<file path="src/rtl/core/cstd_pkg.sv">
// Shared types, codes and helpers for the core slot task dispatcher.
package cstd_pkg;

  localparam int CORES_DEF = 32;
  localparam int SLOTS_DEF = 2;
  localparam int TYPES_DEF = 2;
  localparam int TASKS_DEF = 4096;

  localparam int MASK_W     = 32;
  localparam int TASK_W     = 12;
  localparam int CORE_OUT_W = 5;
  localparam int SCAN_W     = 64;
  localparam int SCAN_IW    = 6;

  localparam logic OP_DISPATCH = 1'b0;
  localparam logic OP_COMPLETE = 1'b1;

  typedef enum logic [1:0] {
    STAT_DISPATCHED = 2'd0,
    STAT_DUPLICATE  = 2'd1,
    STAT_NO_CORE    = 2'd2,
    STAT_COMPLETION = 2'd3
  } status_t;

  typedef struct packed {
    logic              op;
    logic [TASK_W-1:0] task_id;
    logic              exec_type;
    logic              done_slot;
    logic [MASK_W-1:0] done_bits;
  } cmd_t;

  typedef struct packed {
    status_t               status;
    logic [TASK_W-1:0]     out_task;
    logic [CORE_OUT_W-1:0] core;
    logic                  slot;
    logic                  free_left;
    logic                  last;
  } result_t;

  // Update request to the free bitmap bank.
  typedef struct packed {
    logic alloc;
    logic release_bits;
    logic slot;
  } free_cmd_t;

  // What the free bitmap bank reports for the selected type.
  typedef struct packed {
    logic found;
    logic slot;
    logic any_free;
    logic left_after;
  } pick_t;

  // Index of the lowest set bit, zero when none is set.
  function automatic logic [SCAN_IW-1:0] lowest_set(input logic [SCAN_W-1:0] v);
    logic [SCAN_IW-1:0] idx;
    idx = '0;
    for (int i = SCAN_W - 1; i >= 0; i--) begin
      if (v[i]) begin
        idx = SCAN_IW'(i);
      end
    end
    return idx;
  endfunction

endpackage

</file>
<file path="src/rtl/core/cstd_free.sv">
// Free-core bitmaps per task type and slot, with the lowest-free-core search.
module cstd_free #(
  parameter int CORES = cstd_pkg::CORES_DEF,
  parameter int SLOTS = cstd_pkg::SLOTS_DEF,
  parameter int TYPES = cstd_pkg::TYPES_DEF,
  localparam int CW  = (CORES > 1) ? $clog2(CORES) : 1,
  localparam int TYW = (TYPES > 1) ? $clog2(TYPES) : 1
) (
  input  logic                clk,
  input  logic                rst,
  input  logic [TYW-1:0]      qtype,
  input  logic [CORES-1:0]    mask,
  input  logic [CORES-1:0]    bits,
  input  cstd_pkg::free_cmd_t cmd,
  output cstd_pkg::pick_t     pick,
  output logic [CW-1:0]       pick_core
);

  localparam int ROW_W = SLOTS * CORES;

  logic [ROW_W-1:0] row [TYPES];
  logic [ROW_W-1:0] usable;
  logic [ROW_W-1:0] taken;
  logic [ROW_W-1:0] row_rel;
  logic [SLOTS-1:0] slot_hit;
  logic [CORES-1:0] cand;
  logic             sel;

  always_comb begin
    usable = row[qtype] & {SLOTS{mask}};
    for (int s = 0; s < SLOTS; s++) begin
      slot_hit[s] = |usable[s*CORES +: CORES];
    end
    // The first slot that has a usable core wins.
    sel = 1'b0;
    for (int s = SLOTS - 1; s >= 0; s--) begin
      if (slot_hit[s]) begin
        sel = 1'(s);
      end
    end
    cand = '0;
    for (int s = 0; s < SLOTS; s++) begin
      if (int'(sel) == s) begin
        cand = usable[s*CORES +: CORES];
      end
    end
    pick_core = CW'(cstd_pkg::lowest_set(cstd_pkg::SCAN_W'(cand)));
    taken = ROW_W'(1) << (int'(sel) * CORES + int'(pick_core));
    row_rel = row[qtype];
    for (int s = 0; s < SLOTS; s++) begin
      if (int'(cmd.slot) == s) begin
        row_rel[s*CORES +: CORES] = row[qtype][s*CORES +: CORES] | bits;
      end
    end
    pick.found      = |slot_hit;
    pick.slot       = sel;
    pick.any_free   = |usable;
    pick.left_after = |(usable & ~taken);
  end

  always_ff @(posedge clk) begin
    if (rst) begin
      for (int t = 0; t < TYPES; t++) begin
        row[t] <= '1;
      end
    end else if (cmd.alloc) begin
      row[qtype] <= row[qtype] & ~taken;
    end else if (cmd.release_bits) begin
      row[qtype] <= row_rel;
    end
  end

endmodule

</file>
<file path="config.mk">
export PLATFORM = sky130hd
export DESIGN_NAME = cstd_free
export DESIGN_NICKNAME = d
export VERILOG_FILES = /design/src/rtl/core/cstd_pkg.sv /design/src/rtl/core/cstd_free.sv
export SDC_FILE = /design/constraint.sdc
export NUM_CORES = 1
export LEC_CHECK = 0
export ABC_AREA = 1
export ABC_CLOCK_PERIOD_IN_PS = 5730
export BUFFER_PORTS_ARGS = -buffer_cell sky130_fd_sc_hd__buf_2
export CAP_MARGIN = 20
export CORE_ASPECT_RATIO = 0.7
export CORE_MARGIN = 8
export CORE_UTILIZATION = 50
export DETAILED_ROUTE_END_ITERATION = 6
export GPL_ROUTABILITY_DRIVEN = 0
export PLACE_DENSITY_LB_ADDON = 0.08
export SYNTH_ARGS = -nofsm -noshare
export SYNTH_HDL_FRONTEND = slang
export SYNTH_SLANG_ARGS = --single-unit
</file>
<file path="constraint.sdc">
create_clock -name clk -period 5.73 [get_ports clk]
set_input_delay 0.2865 -clock clk [delete_from_list [all_inputs] [get_ports clk]]
set_output_delay 0.2865 -clock clk [all_outputs]
set_load 0.03 [all_outputs]
</file>
==> impl_metrics.yaml, run 1 <==
hold_path:
  min_to: "row[0][41]"
  hold_class: "in2reg"
  holdCritStartpoint: "bits[9]"
  hold_depth: 5
synth:
  yosys.area.top_type: "edfxtp_1"
  synth-edff-count: 128
  ys_ff_latch: 128
  synth-main-ff-cell: "edfxtp_1"
  syn_avg_cell_area_um2: 7.024
  ys_types: 27
  yosysMostFrequentCell: "nand2_1"
  ys_seq_area_share_pct: 44.53
  synth_area_leaders: "edfxtp_1 (45%), nand2_1 (23%), nand3_1 (6.7%)"
  syn_nets: 1299
  synth_cells: 1229
  async_reset_ff_share_pct: 0
  ys_warn_count: 0
  netlist.area_leader.share_pct: 44.53
  synth_area_um2: 8632
  yosys-top-cells-count: "nand2_1 (529), inv_1 (146), edfxtp_1 (128)"
placement:
  portBuffers: 78
  post_dp_cell_area_um2: 9253
  dp_hpwl_um: 21640
  pre_cts_ws_ns: 0.2675
  dp_cells: 1496
clocking:
  cts_made_buffers: 17
  clock_latency_ns: 0.42
  cts_buffer_depth: 2
  ctsHtreeMaxLevel: 4
  root_buffer: "clkbuf_16"
  clk_pin_slew_ns: 0.06
  cts_tree: "done"
  cts.sinks: 128
cells_and_area:
  area_delta_synth_final_pct: 16.38
  diodes: 0
  fillers: 1620
  largest-register: "row"
  reg.largest.list: "row (128)"
  largest_register_ffs: 128
  multi_input_area_um2: 4129
  design_area_um2: 10050
  drive_gt1_share_pct: 15.03
  nets: 1355
  regArea_um2: 3844
  instances_no_fill: 1528
global_routing:
  grt_max_degree: 94
  grt_pass1_wl_um: 44650
  antenna_found_initial: 1
  first_global_vias: 7689
  top_usage_layer: "met1"
  grt_util_met2_pct: 36.93
  gr-usage-met3_pct: 5.254
  overflow: 0
  use_met1_pct: 39.87
  grt_use_total_pct: 26.23
sta:
  worst_slew_pin_slew_ns: 0.9360
  hold_slack_ns: 0.3558
  slew_violations: 0
  hold_viol: 0
  finalSetupViolations: 0
  fmax_mhz: 185.1
  fin_ws_ns: 0.3283
  worst_clock_skew_ns: 0.008424
  layout_min_cycle_time_ns: 5.402
  min_period_over_period_pct: 94.27
  slew_headroom_pct: 37.37
  finalSetupTns_ns: 0
drt:
  route.vias.total: 8631
  drt_iter0_drc: 1159
  vias_per_cell: 5.649
  drc_errors: 0
  wl_um: 29190
  wire_per_inst_um: 19.10
  first_pass_iters: 5
  ant_nets: 0
job:
  cap_violations: 0
floorplanning:
  fp.dieH_um: 125.9
  coreArea_um2: 17020
  die_w_um: 173.0
  num_rows: 40
  die_area_um2: 21790
  initial_core_util_pct: 50.73
  ios: 79
worst_setup_path:
  worst_ep_required_time_ns: 5.44
  arrival_ns: 5.12
  r2r.worst_path.cells: 45
  worstPathMaxFanout: 20
  start_kind: "flip-flop"
  ff2ff_setup_slack_ns: 1.17
  critPathMaxStageDelay_ns: 0.37
  crit_type: "reg2out"
  cpMostUsedCell: "nand2_1"
  cp-end-kind: "primary output"
  slowest_stage: "edfxtp_1"
  reg2reg_to: "row[0][20]"
  crit-reg2reg-launch: "row[1][30]"
power:
  ir_drop_v: 0.0001980
  p_leak_nw: 4.488
  power_density_nw_per_um2: 250.9
outcome:
  status: "complete, no violations"
-- metrics by stage --
step / power [W] / util [%]
2_1_floorplan: 0.001305 / -
4_1_cts: 0.002516 / 57.85
3_5_place_dp: 0.001426 / 54.37
6_report: 0.002521 / 59.04
3_3_place_gp: 0.001425 / 54.37
5_1_grt: 0.002606 / 59.04
-- worst max-delay path by stage --
stage / start / cells after the start / endpoint / slack [ns]
CTS: row[1][30] / 50 / pick[0] / 0.13
global route: row[1][34] / 51 / pick[0] / -0.05
detailed placement: qtype / 52 / pick[0] / 0.27
global placement: qtype / 51 / pick[0] / 0.27
floorplan: qtype / 4 / row[1][0] / 0.03
finish: row[1][30] / 35 / pick[0] / 0.33
-- cells by family (layout without fill, tap and decap cells) --
logic type             after synthesis  after routing  synth area share [%]
AO/OA/AOI/OAI                      125            125                 9.479
flip-flops                         128            128                 44.53
buffers and inverters              221            289                 10.33
AND/OR/NAND/NOR                    755            755                 35.66
-- power breakdown --
group / internal [W] / switching, W
logic: 0.000103 / 0.000263
clock network: 0.000680 / 0.000419
registers: 0.00105 / 0.00000364
-- worst max-delay path, delay by kind of cell (launching register included) --
| kind | cells | cell delay, ns |
|---|---|---|
| AOI/OAI and AO/OA | 6 | 0.75 |
| DFF | 1 | 0.37 |
| buffers and inverters | 7 | 0.88 |
| and+or+nand+nor | 22 | 2.70 |
-- cells in the final DEF (no fill, tap or decap), drive strengths merged --
master	count
nand2	532
inv	157
edfxtp	128
nand3	116
buf	100
nor2	71
o22ai	35
o21ai	33
a32o	23
a21oi	23
nor3	23
clkbuf	17
nand4	11
clkinv	9
a31o	6
bufinv	3
clkinvlp	3
nor4	2
a31oi	2
o21bai	2
o311ai	1
-- area by class of cell --
| type | count | area share (%) |
|---|---|---|
| inverter | 158 | 5.928 |
| sequential | 128 | 38.26 |
| clock inverter | 14 | 1.656 |
| tap | 231 | 2.877 |
| timing repair buffer | 100 | 5.941 |
| clock buffer | 17 | 4.235 |
| multi-input combinational | 880 | 41.10 |
-- layer usage --
layer	up-vias	routed length, µm
met5	-	13
met1	4007	13690
met3	41	3047
li1	4123	-
met2	458	11950
met4	2	493
-- what timing repair did --
item / in CTS / in global routing
buffers inserted: 0 / 1
setup endpoints to repair: 0 / 1
gates resized for setup: 0 / 47
hold buffers: 0 / 0
Note: power is estimated with default switching activity, not from simulation.
==> run 2, diff against run 1 <==
- MAX_ROUTING_LAYER: not set -> met4
==> run 2 against run 1 <==
The run now ends with design-rule violations left. Register-to-register slack got worse by 0.02 ns. Final cell count rose by 0.13%. Via count rose by 0.13%. Count of clock-buffer cells in the layout did not move. Critical endpoint unchanged.
==> impl_metrics.yaml, run 2 (synthesis gave the netlist of run 1 again) <==
sta:
  fin_ws_ns: 0.3241
  hold_slack_ns: 0.3524
  slew_headroom_pct: 36.21
  fmax_mhz: 185.0
  finalSetupViolations: 0
  finalSetupTns_ns: 0
  slew_violations: 0
  worst_slew_pin_slew_ns: 0.9532
  layout_min_cycle_time_ns: 5.406
  hold_viol: 0
  worst_clock_skew_ns: 0.01038
  min_period_over_period_pct: 94.34
worst_setup_path:
  arrival_ns: 5.12
  ff2ff_setup_slack_ns: 1.15
  critPathMaxStageDelay_ns: 0.37
  start_kind: "flip-flop"
  worst_ep_required_time_ns: 5.44
  crit_type: "reg2out"
  cp-end-kind: "primary output"
  cpMostUsedCell: "nand2_1"
  slowest_stage: "edfxtp_1"
  worstPathMaxFanout: 20
power:
  ir_drop_v: 0.0002006
  power_density_nw_per_um2: 250.9
  p_leak_nw: 4.493
cells_and_area:
  reg.largest.list: "row (128)"
  area_delta_synth_final_pct: 16.44
  design_area_um2: 10050
  largest_register_ffs: 128
  fillers: 1620
  mostFrequentLayoutCell: "nand2_1"
  largest-register: "row"
  instances_no_fill: 1530
  nets: 1356
  final_cell_mix: "nand2_1 (526), inv_1 (146), edfxtp_1 (128), nand3_1 (101), buf_2 (78)"
  multi_input_area_um2: 4124
  drive_gt1_share_pct: 15.02
  regArea_um2: 3844
global_routing:
  grt_max_degree: 94
  grt_pass1_wl_um: 44620
  antenna_found_initial: 1
  overflow: 0
  first_global_vias: 7671
  grt_use_total_pct: 27.04
drt:
  wire_per_inst_um: 19.09
  highest_layer: "met4"
  vias_per_cell: 5.648
  first_pass_iters: 7
  met2_length_um: 12010
  wl_met1_um: 13880
  drt_iter0_drc: 1129
  drc_errors: 5
  wl_um: 29210
  wl_met3_um: 2851
  ant_nets: 0
  route.vias.total: 8642
floorplanning:
  ios: 79
  num_rows: 40
  initial_core_util_pct: 50.73
  fp.dieH_um: 125.9
  die_w_um: 173.0
  coreArea_um2: 17020
  die_area_um2: 21790
clocking:
  clock_latency_ns: 0.43
  root_buffer: "clkbuf_16"
  cts_buffer_depth: 2
  cts_tree: "done"
  ctsHtreeMaxLevel: 4
  clk_pin_slew_ns: 0.06
  cts_made_buffers: 17
  cts.sinks: 128
placement:
  dp_cells: 1496
  portBuffers: 78
  dp_hpwl_um: 21640
  post_dp_cell_area_um2: 9253
  pre_cts_ws_ns: 0.2675
job:
  cap_violations: 0
hold_path:
  hold_class: "in2reg"
outcome:
  status: "complete, but fails checks"
  failed_checks: "design-rule violations"
## run 2: cell count changes in the layout (fill, tap and decap cells not counted), sizes merged
cell,change
diode,+1
buf,+1
## run 2: path summary, 6_finish.rpt
kind	startpoint	to	cells after the start
max	row[1][3]	pick[0]	33
min	bits[9]	row[0][41]	5
max reg2reg	row[1][3]	row[0][20]	43
min reg2reg	row[0][51]	row[1][51]	4
## run 2: repair_timing
item,4_1_cts,5_1_grt
hold buffers,0,0
buffers inserted,0,2
resized for setup,0,46
endpoints found under the setup margin,0,1
## run 2: power by group
part	leakage, nW	switching [W]	internal, W
sequential	0.948	0.00000361	0.00105
combinational	3.26	0.000264	0.000103
clock	0.283	0.000420	0.000680
total	4.49	0.000687	0.00183
## run 2: critical path: cells and delay by family (launching register included)
kind | cells | cell delay [ns]
simple gates | 21 | 2.74
buf+inv | 6 | 0.82
compound gates | 6 | 0.74
flops | 1 | 0.37
## run 2: layer usage
metal	vias up	global-route usage, %
li1	4134	-
met1	4017	40.28
met2	459	36.84
met3	32	5.045
met4	0	6.876
met5	-	-
## run 2: metrics by stage
| stage | util [%] | total power, W |
|---|---|---|
| floorplan | - | 0.001305 |
| global placement | 54.37 | 0.001425 |
| detailed placement | 54.37 | 0.001426 |
| CTS | 57.85 | 0.002516 |
| global route | 59.07 | 0.002607 |
| finish | 59.07 | 0.002522 |
## run 2: layout make-up
cell class                      count  share of cell area (%)
Multi-Input combinational cell    880                   41.03
Sequential cell                   128                   38.24
Timing Repair Buffer              101                   6.013
Inverter                          158                   5.926
Clock buffer                       17                   4.233
Tap cell                          231                   2.876
Clock inverter                     14                   1.656
Antenna cell                        1                 0.02490
==> run 3, diff against run 2 <==
- CAP_MARGIN: 20 -> 10
- CORE_MARGIN: 8 -> not set
- REMOVE_ABC_BUFFERS: not set -> 1
==> run 3 against run 2 <==
The run now ends clean. Non-clock buffer count increased by 16. Clock skew decreased by 0.00059 ns. Sequential share of layout area down 1.2 points. Worst setup slack improved by 0.048 ns. Die area shrank 18%. First-iteration DRC count fell by 1.8%. Critical path type unchanged.
==> impl_metrics.yaml, run 3 (synthesis gave the netlist of run 1 again) <==
outcome:
  status: "complete, no violations"
global_routing:
  overflow: 0
  top_usage_layer: "met1"
  grt_pass1_wl_um: 42490
  grt_util_met2_pct: 45.32
  gr-usage-met3_pct: 6.073
  use_met1_pct: 47.18
  antenna_found_initial: 0
  first_global_vias: 7631
  grt_use_total_pct: 32.21
  grt_max_degree: 58
worst_setup_path:
  cpMostUsedCell: "nand2_1"
  critPathMaxStageDelay_ns: 0.37
  ff2ff_setup_slack_ns: 1.14
  cp-end-kind: "primary output"
  cp_num_buf_inv: 5
  arrival_ns: 5.07
  path_delay_family: "simple AND/OR/NAND/NOR gates"
  worst-path-stages: 52
  crit-reg2reg-launch: "row[1][56]"
  worst_ep_required_time_ns: 5.44
  start_kind: "flip-flop"
  worstPathMaxFanout: 8
  crit_type: "reg2out"
  reg2reg_to: "row[0][33]"
  slowest_stage: "edfxtp_1"
  r2r.worst_path.cells: 22
cells_and_area:
  final_cell_mix: "nand2_1 (504), inv_1 (141), edfxtp_1 (128), nand3_1 (84), buf_2 (77)"
  design_area_um2: 10370
  instances_no_fill: 1540
  nets: 1372
  mostFrequentLayoutCell: "nand2_1"
  reg.largest.list: "row (128)"
  largest-register: "row"
  area_delta_synth_final_pct: 20.15
  fillers: 1539
  drive_gt1_share_pct: 20.00
  diodes: 0
  largest_register_ffs: 128
placement:
  dp_hpwl_um: 19270
  portBuffers: 78
  dp_cells: 1491
  pre_cts_ws_ns: 0.1890
  post_dp_cell_area_um2: 9278
sta:
  finalSetupViolations: 0
  hold_slack_ns: 0.3406
  worst_slew_pin_slew_ns: 0.9530
  layout_min_cycle_time_ns: 5.358
  fin_ws_ns: 0.3719
  slew_headroom_pct: 36.23
  hold_viol: 0
  worst_clock_skew_ns: 0.009788
  min_period_over_period_pct: 93.51
  fmax_mhz: 186.6
  slew_violations: 0
  rsz0062_at_grt: "true"
clocking:
  clk_pin_slew_ns: 0.06
  cts_tree: "done"
  cts.sinks: 128
  root_buffer: "clkbuf_16"
  cts_hold_buf: 0
  cts_made_buffers: 17
  cts_buffer_depth: 2
  ctsHtreeMaxLevel: 4
  clock_latency_ns: 0.43
power:
  internal-power_w: 0.001804
  switching_share_pct: 28.48
  pwr-share-comb_pct: 14.8
  ir_drop_v: 0.0001709
  seqPwrFrac_pct: 41.8
  p_leak_nw: 4.616
  p_total_w: 0.002523
  power.share.clock_pct: 43.4
  power_density_nw_per_um2: 243.3
  p_sw_w: 0.0007185
drt:
  drt_iter0_drc: 1109
  drc_errors: 0
  first_pass_iters: 7
  wl_um: 27600
  wire_per_inst_um: 17.92
  route.vias.total: 8681
  ant_nets: 0
  vias_per_cell: 5.637
hold_path:
  holdCritStartpoint: "bits[30]"
  min_to: "row[0][62]"
  hold_class: "in2reg"
  hold_depth: 5
floorplanning:
  die_w_um: 159.0
  fp.dieH_um: 111.9
  ios: 79
  coreArea_um2: 16590
  die_area_um2: 17800
  num_rows: 39
  initial_core_util_pct: 52.03
job:
  cap_violations: 0
## run 3: cell count changes in the layout (fill, tap and decap cells not counted), sizes merged
cell	delta
inv	+2
buf	+16
clkinvlp	+1
bufinv	-1
clkinv	-1
diode	-1
## run 3: how the worst max path moves through the flow
stage	startpoint	to	slack, ns
4_1_cts	row[1][1]	pick[0]	0.08
6_report	row[0][17]	pick[0]	0.37
3_3_place_gp	qtype	pick[0]	0.18
5_1_grt	row[0][30]	pick[0]	-0.04
3_5_place_dp	qtype	pick[0]	0.19
2_1_floorplan	cmd[2]	row[0][10]	-2.53
## run 3: metrics by stage
| stage | TNS [ns] | utilization, % |
|---|---|---|
| after floorplan | -197.16 | - |
| after global placement | 0 | 55.92 |
| after detailed placement | 0 | 55.92 |
| after CTS | 0 | 59.45 |
| after global routing | -0.04293 | 62.51 |
| final | 0 | 62.51 |
## run 3: power by group through the flow
stage | Clock, W | Sequential [W] | Combinational, W
floorplan | 0 | 0.00108 | 0.000206
finish | 0.00109 | 0.00106 | 0.000373
global route | 0.00114 | 0.00106 | 0.000409
global placement | 0 | 0.00107 | 0.000346
detailed placement | 0 | 0.00108 | 0.000347
CTS | 0.00109 | 0.00106 | 0.000348
## run 3: repair_timing
item / in CTS / in global routing
setup buffers: 0 / 17
endpoints found under the setup margin: 0 / 1
gates resized for setup: 0 / 105
## run 3: tightest hold or removal path, delay by kind of cell
| family | cells | cell delay [ns] |
|---|---|---|
| AND/OR/NAND/NOR | 3 | 0.19 |
| buffers and inverters | 1 | 0.10 |
| AO/OA/AOI/OAI | 1 | 0.09 |
## run 3: cell type report
| class | count | area, µm² | share of cell area (%) |
|---|---|---|---|
| inverters | 158 | 595.6 | 5.743 |
| multi-input cells | 880 | 4309 | 41.55 |
| clock inverters | 15 | 160.2 | 1.544 |
| well taps | 225 | 281.5 | 2.714 |
| repair buffers | 117 | 755.7 | 7.287 |
| clock buffers | 17 | 425.4 | 4.102 |
| flip-flops and latches | 128 | 3844 | 37.06 |
## run 3: layer usage
metal  vias up  wire length (µm)
li1       4164                 -
met1      3989             12420
met2       498             11710
met3        30              3097
met4         0               370
met5         -                 0
